$ cat config.mk
export PLATFORM = sky130hd
export DESIGN_NAME = cau_mul
export DESIGN_NICKNAME = d
export VERILOG_FILES = /design/src/rtl/cau_pkg.sv /design/src/rtl/cau_mul.sv
export SDC_FILE = /design/constraint.sdc
export NUM_CORES = 2
export LEC_CHECK = 0
export BUFFER_PORTS_ARGS = -buffer_cell sky130_fd_sc_hd__buf_4
export CAP_MARGIN = 20
export CORE_MARGIN = 8
export CORE_UTILIZATION = 55
export CTS_CLUSTER_DIAMETER = 120
export DETAILED_ROUTE_END_ITERATION = 7
export PLACE_DENSITY = 0.72
export SLEW_MARGIN = 25
export SYNTH_ARGS = -nofsm -noshare
export SYNTH_HDL_FRONTEND = slang
export SYNTH_SLANG_ARGS = --single-unit
$ cat constraint.sdc
create_clock -name i_clk -period 14 [get_ports i_clk]
set_input_delay 2.8 -clock i_clk [delete_from_list [all_inputs] [get_ports i_clk]]
set_output_delay 2.8 -clock i_clk [all_outputs]
set_load 0.005 [all_outputs]
$ cat src/rtl/cau_pkg.sv
package cau_pkg;

    // request type codes
    localparam logic [2:0] OP_ADD   = 3'd0;
    localparam logic [2:0] OP_SUB   = 3'd1;
    localparam logic [2:0] OP_MUL   = 3'd2;
    localparam logic [2:0] OP_DIV   = 3'd3;
    localparam logic [2:0] OP_SCALE = 3'd4;
    localparam logic [2:0] OP_CONJ  = 3'd5;

    localparam int unsigned OP_WIDTH = 3;

endpackage

$ cat src/rtl/cau_mul.sv
module cau_mul #(
    parameter int unsigned DATA_WIDTH = 16
) (
    input  logic                                i_clk,
    input  logic                                i_en,
    input  logic [cau_pkg::OP_WIDTH-1:0]        i_op,
    input  logic signed [DATA_WIDTH-1:0]        i_a_re,
    input  logic signed [DATA_WIDTH-1:0]        i_a_im,
    input  logic signed [DATA_WIDTH-1:0]        i_b_re,
    input  logic signed [DATA_WIDTH-1:0]        i_b_im,
    input  logic signed [DATA_WIDTH-1:0]        i_scale,
    output logic signed [2*DATA_WIDTH-1:0]      o_p_rr,
    output logic signed [2*DATA_WIDTH-1:0]      o_p_ii,
    output logic signed [2*DATA_WIDTH-1:0]      o_p_ri,
    output logic signed [2*DATA_WIDTH-1:0]      o_p_ir,
    output logic signed [2*DATA_WIDTH-1:0]      o_sq_r,
    output logic signed [2*DATA_WIDTH-1:0]      o_sq_i
);

    logic signed [DATA_WIDTH-1:0]   w_bx;

    // scale reuses the b_re multipliers
    assign w_bx = (i_op == cau_pkg::OP_SCALE) ? i_scale : i_b_re;

    always_ff @(posedge i_clk) begin
        if (i_en) begin
            o_p_rr <= i_a_re * w_bx;
            o_p_ii <= i_a_im * i_b_im;
            o_p_ri <= i_a_re * i_b_im;
            o_p_ir <= i_a_im * w_bx;
            o_sq_r <= i_b_re * i_b_re;
            o_sq_i <= i_b_im * i_b_im;
        end
    end

endmodule

==> results by group <==
Run status
  • Status: finished, final reports clean

Critical path
  • CP most frequent cell: fa_1
  • Worst Path Required: 14.33 ns
  • CP peak stage delay: 0.93 ns
  • Critical-path cell list: buf_4 > nor3b_2 > buf_4 > o21ai_2 > buf_4 > nand2_1 > inv_1 > fa_1 > fa_1 > fa_1 > fa_1 > fa_1 > inv_1 > fa_1 > inv_1 > ha_1 > inv_1 > nor2_1 > nand4_1 > o31a_1 > o21ai_0 > a2111o_1 > a2111oi_0 > or3b_2
  • Crit-path max FO: 26
  • CP endpoint kind: register
  • CP startpoint kind: primary input
  • Setup CP Type: in -> reg
  • Critical-path top delay cell: fa_1
  • CP arrival: 10.28 ns

Synthesis
  • Primary FF master, synth: edfxtp_1
  • Seq/Total Area, Yosys: 9.01%
  • Largest cells by area after synthesis: fa_1, inv_1, ha_1
  • Cell count after synthesis: 6608
  • Synth top area share: 48.2%
  • Number of synthesized flops with an enable pin: 190
  • Yosys cell types: 82
  • Post-synth ARST share: 0%
  • Synth Cell Area: 63300 sq um
  • Synth warn: 0
  • FF+latch count, synth: 190
  • Post-synthesis area per instance: 9.58 sq um
  • Cell type with the largest total area after synthesis: fa_1

Timing
  • Fin crit share: 71.1%
  • Max-slew violations: 0
  • Final hold vios: 0
  • Setup-failing EPs final: 0
  • Tightest Pin Transition: 1.06 ns
  • Final setup TNS: 0 ns
  • RSZ-0062 raised after global routing: false
  • Final min period: 9.95 ns
  • Max Fclk: 101 MHz
  • Relative slew slack: 28.6%

Clock network
  • TritonCTS Buffers: 17
  • Hold_buf cts: 0
  • Clock sink count: 190
  • Clk buf depth: 2
  • CTS tree: built
  • CTS root buffer: clkbuf_16
  • Post-CTS setup buffer count: 0
  • Cells resized by post-CTS repair: 0
  • Worst-path clk slew: 0.09 ns
  • # H-tree levels: 4

Die
  • IO Pins: 277
  • Starting density of the core: 55.4%
  • Core Area: 114000 sq um
  • Core Rows: 124
  • Die Y: 355 microns
  • Die area: 126000 sq um
  • DIE WIDTH: 355 microns

Layout
  • Leading cell types in the layout, fill and taps excluded: inv_1, fa_1, nand2_1, and2_1, ha_1
  • Proportion of layout cells with a drive suffix above 1: 5.84%
  • Fillers: 10001
  • Area Growth Syn to Fin: 5.86%
  • Final instance area: 67000 sq um
  • Fin nets: 8768
  • Fin cells: 8188
  • Final core utilization: 58.6%
  • Commonest non-fill, non-tap cell in the layout: inv_1

Placement
  • Cell Area, Placed: 66500 sq um
  • GP Congestion: 0.891
  • Inst Count DP: 8155
  • Detailed placement HPWL: 116000 microns
  • Buffers on Ports: 274

Global routing
  • Grt total ovfl: 0
  • GRT Total Usage: 24.8%
  • First-pass GRT wire length: 251000 microns
  • Pin count of the biggest net entering global routing: 91
  • Vias in the first global route: 49115
  • Initial antenna violation count: 3

Detailed routing
  • Post-Route WL: 149000 microns
  • DRC: 0
  • Vias: 43718
  • Avg WL per Cell: 18.3 microns
  • Post-DRT Antenna Nets: 0
  • Vias/cell: 5.34
  • 1st-iter DRT viols: 2498
  • Initial DRT Pass Iterations: 6

Hold path
  • Hold Crit Class: in -> reg

Job
  • # Max-Cap Violations: 0
cells by family after synthesis:
kind of cell,after synthesis,synth area share (%)
AOI/OAI and AO/OA,439,4.61
xor gates and xnor gates,201,2.78
adders and majority gates,2021,58.0
buffers and inverters,2067,12.3
DFF,190,9.01
muxes,16,0.269
other,1,0.00592
and+or+nand+nor,1673,13.0
cells in the mapped netlist, types with 5 or more instances:
cell type and count:
inv_1 1809, fa_1 1526, nand2_1 695, and2_1 530
ha_1 495, clkbuf_1 254, edfxtp_1 190, nor2_1 172
xnor2_1 155, a21oi_1 126, o21ai_0 76, a21o_1 60
nor2b_1 52, nand2b_1 46, xor2_1 46, nor3_1 39
nand3_1 36, a211oi_1 28, o21bai_1 25, and3_1 21
or2_2 21, a31oi_1 18, o21a_1 17, nor4_1 14
nand4_1 13, mux2_2 8, mux2i_1 8, o31ai_1 8
a21boi_0 7, o211ai_1 7, or3_1 6, a211o_1 5
nor3b_1 5, or4_1 5
worst max-delay path: cells and delay by family:
kind	cells	cell delay, ns
AO/OA/AOI/OAI	5	1.42
adder cells (fa/ha/maj)	7	3.88
AND/OR/NAND/NOR	5	1.11
buffers and inverters	7	1.04
registers in the layout, indices dropped and copies added (netlist names):
name / cells
o_p_ii: 32
o_p_ir: 32
o_p_ri: 32
o_p_rr: 32
o_sq_i: 31
o_sq_r: 31
through the flow:
stage          setup WS, ns  hold slack (ns)
6_report               4.05             2.64
5_1_grt                3.73             2.61
4_1_cts                4.15             2.58
3_5_place_dp           3.51             3.20
3_3_place_gp           3.66             3.20
2_1_floorplan          4.07             2.90
routing by layer:
metal | vias to the layer above | global-route usage, % | wire, microns
li1 | 19449 | - | -
met3 | 283 | 4.44 | 10200
met2 | 1354 | 42.5 | 74600
met1 | 22630 | 32.1 | 59800
met5 | - | 0 | 13
met4 | 2 | 8.06 | 4850
area by class of cell:
cell class / instances / area (sq um) / share of cell area (%)
well taps: 1512 / 1890 / 2.82
inverters: 1809 / 6790 / 10.1
repair buffers: 292 / 2200 / 3.28
diodes: 1 / 2.50 / 0.00373
flip-flops and latches: 190 / 5710 / 8.51
clock inverters: 13 / 104 / 0.155
multi-input cells: 4352 / 49900 / 74.5
clock buffers: 19 / 433 / 0.646
final timing paths:
path | startpoint | endpoint | slack (ns) | cells after the start
hold / removal | i_b_re[0] | o_sq_r[0] | 2.64 | 1
setup / recovery | i_op[2] | o_p_rr[30] | 4.05 | 24
Power is left out: the tool's default activity adds up to more than one toggle a clock period on the data nets, which glitch-free logic cannot reach.
