==> src/rtl/cau_div_step.sv <==
module cau_div_step #(
    parameter int unsigned XW = 57,
    parameter int unsigned DW = 32,
    parameter int unsigned QW = 17,
    parameter int unsigned SW = 37,
    parameter int unsigned K  = 16
) (
    input  logic            i_clk,
    input  logic            i_rst_n,
    input  logic            i_en,
    input  logic            i_valid,
    input  logic [XW-1:0]   i_rem_re,
    input  logic [XW-1:0]   i_rem_im,
    input  logic [DW-1:0]   i_den,
    input  logic [QW-1:0]   i_q_re,
    input  logic [QW-1:0]   i_q_im,
    input  logic [SW-1:0]   i_side,
    output logic            o_valid,
    output logic [XW-1:0]   o_rem_re,
    output logic [XW-1:0]   o_rem_im,
    output logic [DW-1:0]   o_den,
    output logic [QW-1:0]   o_q_re,
    output logic [QW-1:0]   o_q_im,
    output logic [SW-1:0]   o_side
);

    // top step only detects a quotient too large for the result
    localparam bit TOP = (K == QW - 1);

    logic [XW-1:0]  w_sh;
    logic           w_ge_re;
    logic           w_ge_im;
    logic [XW-1:0]  n_rem_re;
    logic [XW-1:0]  n_rem_im;
    logic [QW-1:0]  n_q_re;
    logic [QW-1:0]  n_q_im;

    always_comb begin
        w_sh    = XW'(i_den) << K;
        w_ge_re = (i_rem_re >= w_sh);
        w_ge_im = (i_rem_im >= w_sh);
        n_rem_re = (w_ge_re && !TOP) ? (i_rem_re - w_sh) : i_rem_re;
        n_rem_im = (w_ge_im && !TOP) ? (i_rem_im - w_sh) : i_rem_im;
        n_q_re    = i_q_re;
        n_q_re[K] = w_ge_re;
        n_q_im    = i_q_im;
        n_q_im[K] = w_ge_im;
    end

    always_ff @(posedge i_clk) begin
        if (!i_rst_n) begin
            o_valid <= 1'b0;
        end else if (i_en) begin
            o_valid <= i_valid;
        end
    end

    always_ff @(posedge i_clk) begin
        if (i_en) begin
            o_rem_re <= n_rem_re;
            o_rem_im <= n_rem_im;
            o_den    <= i_den;
            o_q_re   <= n_q_re;
            o_q_im   <= n_q_im;
            o_side   <= i_side;
        end
    end

endmodule

==> config.mk <==
export PLATFORM = sky130hd
export DESIGN_NAME = cau_div_step
export DESIGN_NICKNAME = d
export VERILOG_FILES = /design/src/rtl/cau_div_step.sv
export SDC_FILE = /design/constraint.sdc
export NUM_CORES = 1
export LEC_CHECK = 0
export BUFFER_PORTS_ARGS = -buffer_cell sky130_fd_sc_hd__buf_2
export CAP_MARGIN = 20
export CORE_AREA = 2 2 170 172
export DETAILED_ROUTE_END_ITERATION = 8
export DIE_AREA = 0 0 172 174
export SYNTH_ARGS = -nofsm -noshare
export SYNTH_HDL_FRONTEND = slang
export SYNTH_SLANG_ARGS = --single-unit
export TNS_END_PERCENT = 20
==> constraint.sdc <==
create_clock -name i_clk -period 2.6 [get_ports i_clk]
set_input_delay 0.39 -clock i_clk [delete_from_list [all_inputs] [get_ports i_clk]]
set_output_delay 0.39 -clock i_clk [all_outputs]
set_load 0.1 [all_outputs]
==> impl_metrics.ini, run 1 <==
[run_status]
outcome = complete, no violations

[sta]
finalHoldViolations = 0
tightest_slew_ns = 0.6442
finalSetupViolations = 0
max_freq_mhz = 482.3
rsz0062_at_grt = no
timing.final.crit_period_ns = 2.073
fin_crit_sh = 0.7974
slew_headroom = 0.5694
slew_violations = 0
clock_skew_ns = 0

[synthesis]
yosys_warnings = 0
synth_ff_type = edfxtp_1
synth_area_leaders = edfxtp_1, ha_1, inv_1, a21oi_1, nor4_1
synth-seq-area-share = 0.8022
synth_nets = 717
ys_ff_latch = 218
yosysTopAreaCell = edfxtp_1
synth_area_mm2 = 0.008148
netlist-cell-type-count = 34
synth_top_area_frac = 0.7998
netlist_instances = 432
synth_edf_count = 217
async_flop_share = 0
avgSynthCellArea_um2 = 18.86

[critical_path]
cpPeakStageDelay_ns = 0.64
critPathLaunch = i_den[6]
critPathKind = input port to flip-flop
timing.critical_path.buf_inv = 3
start_kind = input port
cpMaxStageDelayCell = a2111oi_1
endpoint_kind = flip-flop
critPathRequiredTime_ns = 2.86
r2r_start = o_valid
cp_cell_sequence = buf_2 -> inv_1 -> ha_1 -> a2111oi_0 -> a31oi_1 -> a2111oi_1 -> buf_4 -> o21ai_1
worstPathArrival_ns = 2.33
crit_fanout = 3
crit_family = compound AO/OA/AOI/OAI gates

[power]
seqPwrFrac = 0.410
p_clk_frac = 0.320
p_int_uw = 6519
p_per_area_mw_per_mm2 = 882.0
combPwrFrac = 0.269
sw_frac_of_total = 0.3684
ir_worst_vdd_uv = 537.0
p_switching_uw = 3802
p_leak_uw = 0.005179

[detailed_routing]
drc = 0
vias = 5640
viasPerCell = 4.315
first_pass_iters = 4
drt-total-wl_mm = 23.71
detail-route-antenna-nets = 0
drt_iter0_drc = 228
post_drt_wl_per_cell_um = 18.14

[placement]
port_buffers = 436
dp_cells = 1263
hpwlAfterDp_mm = 18.90
gp_congestion = 0.7809

[clocking]
cts_sinks = 218
cts_buffer_depth = 3
cts_hold_buffers = 0
clkLatencyLatePin_ns = 0.50
clk_pin_slew_ns = 0.06
ctsRootBufferMaster = clkbuf_16
cts_setup_buffers = 0
numCtsBuffers = 24
cts_tree = done
cts-resized-gates = 0
htreeDepth = 1

[floorplan]
dieArea_mm2 = 0.02993
fp.dieH_um = 174
start_util = 0.2886
rows = 62
ios = 439
fp.dieW_um = 172
core_area_mm2 = 0.02824

[global_routing]
grt_pass1_wl_mm = 33.53
grt_max_degree = 78
antenna_found_initial = 3
grtUsageTotal = 0.1493
gr-total-overflow = 0
grt_pass1_vias = 5627

[final_layout]
area_delta_synth_final_pct = 43.61
layout_common_cells = buf_2, edfxtp_1, ha_1
instances_no_fill = 1307
layout-drive-gt1-share = 0.5277
layout_commonest_cell = buf_2
fin_util = 0.4144
nets = 1190

[min_path]
worstHoldPathType = input port to flip-flop
hp-start = i_q_re[13]

[run]
cap_violations = 0
cells in the mapped netlist, types with 2 or more instances:
| master | instances |
|---|---|
| a2111oi_0 | 2 |
| a211oi_1 | 3 |
| a21o_1 | 6 |
| a21oi_1 | 18 |
| a221oi_1 | 2 |
| edfxtp_1 | 217 |
| ha_1 | 64 |
| inv_1 | 35 |
| nand2_1 | 15 |
| nand3_1 | 6 |
| nand4_1 | 9 |
| nand4b_1 | 2 |
| nor2_1 | 6 |
| nor2b_1 | 3 |
| nor3_1 | 4 |
| nor4_1 | 11 |
| o21a_1 | 2 |
| o21ai_0 | 9 |
| o311ai_0 | 2 |
| or4b_2 | 2 |
metrics by stage:
step / total power, µW / area, µm² / setup TNS (ns) / worst slack (ns) / hold WS [ns]
CTS: 10460 / 11700 / 0 / 0.3813 / 0.01498
detailed placement: 7107 / 10930 / -0.1858 / -0.1681 / 0.5041
finish: 10320 / 11700 / 0 / 0.5268 / 0.04358
floorplan: 6470 / 8148 / 0 / 0.5929 / 0.4889
global placement: 7092 / 10930 / -0.1782 / -0.1782 / 0.4949
global route: 10680 / 11700 / 0 / 0.1666 / 0.01146
area by class of cell:
cell class,instances,area (µm²)
antenna,2,5.005
clock buffer,27,633.1
clock inverter,15,133.9
fill,2707,16540
inverter,35,131.4
multi-input combinational,179,1481
sequential,218,6536
tap,384,480.5
timing repair buffer,447,2300
sequential cells by signal, summed over array words and instances, names as in the netlist:
signal and flops:
o_rem_im 57, o_rem_re 57, o_side 37, o_den 32, o_q_im 17, o_q_re 17, o_valid 1
layer usage:
layer	GRT usage	vias to the layer above	share of wire
met5	0	-	0.00055
met4	0.04972	2	0.027
met3	0.04736	43	0.097
met2	0.2537	266	0.49
met1	0.1784	2662	0.39
li1	-	2667	-
logic make-up after synthesis:
logic type,after synthesis,share of synthesized area
adder cells (fa/ha/maj),64,0.09828
AND/OR/NAND/NOR,64,0.04346
AO/OA/AOI/OAI,50,0.03870
flip-flops,218,0.8022
buffers and inverters,35,0.01612
multiplexers,1,0.001229
power by group through the flow:
stage	logic [µW]	registers (µW)	clock network, µW
after CTS	2800	4240	3420
after global placement	2790	4300	0
after floorplan	163	6310	0
final	2780	4230	3300
after detailed placement	2800	4310	0
after global routing	2880	4260	3540
worst paths after layout:
| kind | cells after the start | end | slack [ns] |
|---|---|---|---|
| setup / recovery | 8 | o_q_im[16] | 0.53 |
| hold / removal | 1 | o_q_re[13] | 0.04 |
| setup reg to reg | 2 | o_valid | 2.00 |
| hold reg to reg | 2 | o_valid | 0.51 |
Power figures use the tool's default switching activity.
==> inputs of run 2 (changes only) <==
- clock period: 2.6 -> 2.1 ns (I/O delays scaled with it)
==> run 2 against run 1 <==
Net effect: cell count is 18% higher; first-iteration DRC count up 23%; core utilization up 8.5 points; global-route usage rose by 2.5 points; routed wire length increased by 17%; sequential cell count is the same; total power up 29%; clock skew is the same.
==> impl_metrics.ini, run 2 (synthesis gave the netlist of run 1 again) <==
[run_status]
outcome = complete, no violations

[sta]
slew_headroom = 0.6086
max_freq_mhz = 484.8
tightest_slew_ns = 0.5911
slew_violations = 0
clock_skew_ns = 0
rsz0062_at_grt = yes
finalSetupViolations = 0
holdWs_ns = 0.01832
finalHoldViolations = 0
timing.final.crit_period_ns = 2.063
fin_crit_sh = 0.9822

[critical_path]
cpPeakStageDelay_ns = 0.54
reg2reg_to = o_valid
start_kind = input port
critPathKind = input port to flip-flop
endpoint_kind = flip-flop
rrSetupSlack_ns = 1.52
crit_fanout = 2
critPathRequiredTime_ns = 2.37
cp_cell_sequence = dlygate4sd3_1 -> buf_2 -> ha_1 -> nand4_1 -> nor4_2 -> buf_4 -> a211oi_2 -> o221ai_2 -> nor2_1 -> o21ai_1
worstPathArrival_ns = 2.33
r2r_start = o_valid
worstSetupEndpoint = o_q_im[16]
critPathLaunch = i_rem_im[38]
cpMaxStageDelayCell = dlygate4sd3_1
reg2reg_depth = 2

[final_layout]
nets = 1427
instances_no_fill = 1546
layout_commonest_cell = buf_2
area_delta_synth_final_pct = 73.00
top_regs = o_rem_im x57, o_rem_re x57, o_side x37
layout_common_cells = buf_2, edfxtp_1, dlygate4sd3_1
layout-drive-gt1-share = 0.4530

[detailed_routing]
drt-total-wl_mm = 27.66
drc = 0
post_drt_wl_per_cell_um = 17.89
vias = 6667
detail-route-antenna-nets = 0
viasPerCell = 4.312
drt_iter0_drc = 281
first_pass_iters = 4

[clocking]
cts_setup_buffers = 0
numCtsBuffers = 24
cts_buffer_depth = 3
clk_pin_slew_ns = 0.07
htreeDepth = 1
cts_tree = done
ctsRootBufferMaster = clkbuf_16
cts_sinks = 218
clkLatencyLatePin_ns = 0.51

[floorplan]
fp.dieW_um = 172
ios = 439
start_util = 0.2886
rows = 62
fp.dieH_um = 174
core_area_mm2 = 0.02824
dieArea_mm2 = 0.02993

[run]
cap_violations = 0

[global_routing]
grt_pass1_vias = 7047
gr-total-overflow = 0
grt_max_degree = 50
antenna_found_initial = 4
grtUsageTotal = 0.1743
grt_pass1_wl_mm = 39.53

[placement]
dp_cells = 1295
gp_congestion = 0.8118
port_buffers = 436
hpwlAfterDp_mm = 19.60

[power]
p_leak_uw = 0.006207
ir_worst_vdd_uv = 671.0
p_per_area_mw_per_mm2 = 943.3

[min_path]
worstHoldPathType = input port to flip-flop
-- run 2: power breakdown --
group / total [µW] / internal [µW] / switching (µW)
Combinational: 3850 / 800 / 3050
Sequential: 5250 / 5170 / 86.6
Clock: 4200 / 2470 / 1720
-- run 2: metal layers --
metal	GRT usage	routed length, µm	vias to the layer above
li1	-	-	3140
met1	0.1926	10340	3174
met2	0.3096	13940	288
met3	0.05373	2365	61
met4	0.06968	994	4
met5	0	24	-
-- run 2: worst min path at each step --
stage | start | end | slack, ns | cells past startpoint
after CTS | i_rem_im[48] | o_rem_im[48] | 0.00004 | 1
after global placement | i_q_im[10] | o_q_im[10] | 0.49 | 1
after floorplan | i_den[0] | o_den[0] | 0.41 | 0
after global routing | i_rem_im[44] | o_rem_im[44] | 0.005 | 1
after detailed placement | i_side[25] | o_side[25] | 0.49 | 1
final | i_rst_n | o_valid | 0.02 | 2
-- run 2: metrics by stage --
stage               utilization  setup WS, ns   TNS, ns  total power (µW)  cell area, µm²
floorplan                     -        0.1679         0              8011            8148
finish                   0.4992       0.03739         0             13300           14100
global placement         0.3969       -0.5415   -0.7906              8845           11210
detailed placement       0.3969       -0.6004   -0.9706              8865           11210
CTS                      0.4972       0.01920         0             13400           14040
global route             0.4990      -0.03546  -0.03546             13730           14090
-- run 2: cell type report --
type                            count  area [µm²]
Fill cell                        2415       14140
Sequential cell                   218        6536
Timing Repair Buffer              684        4629
Multi-Input combinational cell    179        1526
Clock buffer                       28       615.6
Tap cell                          384       480.5
Clock inverter                     15       168.9
Inverter                           35       131.4
Antenna cell                        3       7.507
-- run 2: repair_timing --
item | 4_1_cts | 5_1_grt
hold buffers | 204 | 1
resized for setup | 1 | 9
pin swaps | 0 | 3
setup endpoints to repair | 1 | 2
endpoints found under the hold margin | 204 | 1
-- run 2: worst max-delay path: cells and delay by family --
family / cells / cell delay [ns]
AOI/OAI and AO/OA: 3 / 0.48
adders and majority gates: 1 / 0.30
and+or+nand+nor: 3 / 0.39
buffers and inverters: 3 / 0.83
==> inputs of run 3 (changes only) <==
- MAX_ROUTING_LAYER: default -> met4
==> run 3 against run 2 <==
Net effect: critical path depth stayed put; critical path type unchanged; critical endpoint unchanged; clock skew stayed put; largest power group unchanged; hold slack improved by 0.0019 ns; first-iteration DRC count shrank 1.4%; via count down 0.22%; routed wire length decreased by 0.23%; final area hardly changed.
==> impl_metrics.ini, run 3 (synthesis gave the netlist of run 1 again) <==
[detailed_routing]
detail-route-antenna-nets = 0
drc = 0
drt_iter0_drc = 277
drt-total-wl_mm = 27.60
vias = 6652
post_drt_wl_per_cell_um = 17.83
viasPerCell = 4.297
first_pass_iters = 6

[power]
totalPowerFinal_uw = 13300
p_per_area_mw_per_mm2 = 942.8
combPwrFrac = 0.289
p_leak_uw = 0.006207
ir_worst_vdd_uv = 667.8
p_int_uw = 8440
p_clk_frac = 0.316
p_switching_uw = 4855
seqPwrFrac = 0.395
sw_frac_of_total = 0.3652

[placement]
port_buffers = 436
hpwlAfterDp_mm = 19.60
gp_congestion = 0.8238
placed_cell_area_mm2 = 0.01121

[clocking]
clk_pin_slew_ns = 0.07
cts_sinks = 218
numCtsBuffers = 24
cts_tree = done
ctsRootBufferMaster = clkbuf_16
clkLatencyLatePin_ns = 0.50
cts_setup_buffers = 0
cts_buffer_depth = 3
htreeDepth = 1

[final_layout]
area_delta_synth_final_pct = 73.06
top_regs = o_rem_im x57, o_rem_re x57, o_side x37
layout-drive-gt1-share = 0.4530
final_area_mm2 = 0.01410
layout_common_cells = buf_2, edfxtp_1, dlygate4sd3_1
multi_input_area_mm2 = 0.001526
layout_commonest_cell = buf_2
nets = 1427
ff_latch_area_mm2 = 0.006536
fill_cells = 2415

[sta]
fin_crit_sh = 0.9837
holdWs_ns = 0.02018
slew_headroom = 0.6098
tightest_slew_ns = 0.5893
finalHoldViolations = 0
fin_tns_setup_ns = 0
slew_violations = 0
timing.final.crit_period_ns = 2.066
rsz0062_at_grt = yes
finalSetupViolations = 0
max_freq_mhz = 484.1
clock_skew_ns = 0

[floorplan]
start_util = 0.2886
ios = 439
fp.dieH_um = 174
dieArea_mm2 = 0.02993
core_area_mm2 = 0.02824
rows = 62
fp.dieW_um = 172

[critical_path]
crit_fanout = 2
critPathLaunch = i_rem_im[38]
worstPathArrival_ns = 2.33
start_kind = input port
r2r_start = o_valid
endpoint_kind = flip-flop
critPathKind = input port to flip-flop
critPathRequiredTime_ns = 2.36

[global_routing]
grtUsageMet1 = 0.1972
grt_pass1_wl_mm = 39.49
gr-total-overflow = 0
use_met2 = 0.3092
grt_max_degree = 50
top_usage_layer = met2
grt_pass1_vias = 7047
grtUsageTotal = 0.1796
grt.met3_usage = 0.04781
antenna_found_initial = 4

[run]
cap_violations = 0

[run_status]
outcome = complete, no violations

[min_path]
hp-start = i_rem_im[48]
worstHoldPathType = input port to flip-flop
run 3: what timing repair did:
action / in CTS / in global routing
hold endpoints to repair: 204 / 1
pin swaps: 0 / 3
hold buffers: 204 / 1
resized for setup: 1 / 9
endpoints found under the setup margin: 1 / 2
run 3: cell type report:
cell class                      instances  share of cell area
Antenna cell                            5           0.0008873
Clock buffer                           28             0.04366
Clock inverter                         15             0.01198
Inverter                               35            0.009317
Multi-Input combinational cell        179              0.1083
Sequential cell                       218              0.4635
Tap cell                              384             0.03407
Timing Repair Buffer                  684              0.3283
run 3: metal layers:
layer  vias up  part of all wire
li1       3146                 -
met1      3162              0.38
met2       287              0.50
met3        57             0.081
met4         0             0.035
met5         -                 0
run 3: worst paths after layout:
check                                     to  cells after the start  slack, ns
worst min-delay path            o_rem_im[48]                      1       0.02
worst max-delay path              o_q_im[16]                     10       0.03
worst max register to register       o_valid                      2       1.52
worst min register to register       o_valid                      2       0.52
run 3: per-stage QoR:
step | utilization | std cells | setup slack [ns]
final | 0.4994 | 1548 | 0.03420
after global routing | 0.4993 | 1547 | -0.03545
after CTS | 0.4972 | 1542 | 0.01920
after detailed placement | 0.3969 | 1295 | -0.6004
after global placement | 0.3969 | 1295 | -0.5415
after floorplan | - | 432 | 0.1679
run 3: power by group through the flow:
stage / clock (µW) / sequential [µW] / combinational [µW]
after detailed placement: 0 / 5340 / 3530
after floorplan: 0 / 7810 / 202
after global routing: 4460 / 5280 / 3990
after global placement: 0 / 5330 / 3510
after CTS: 4310 / 5250 / 3840
final: 4200 / 5250 / 3850
run 3: critical path, cell delays in order:
cell	delay [ns]
dlygate4sd3_1	0.54
buf_2	0.13
ha_1	0.30
nand4_1	0.21
nor4_2	0.07
buf_4	0.16
a211oi_2	0.28
o221ai_2	0.13
nor2_1	0.10
o21ai_1	0.08
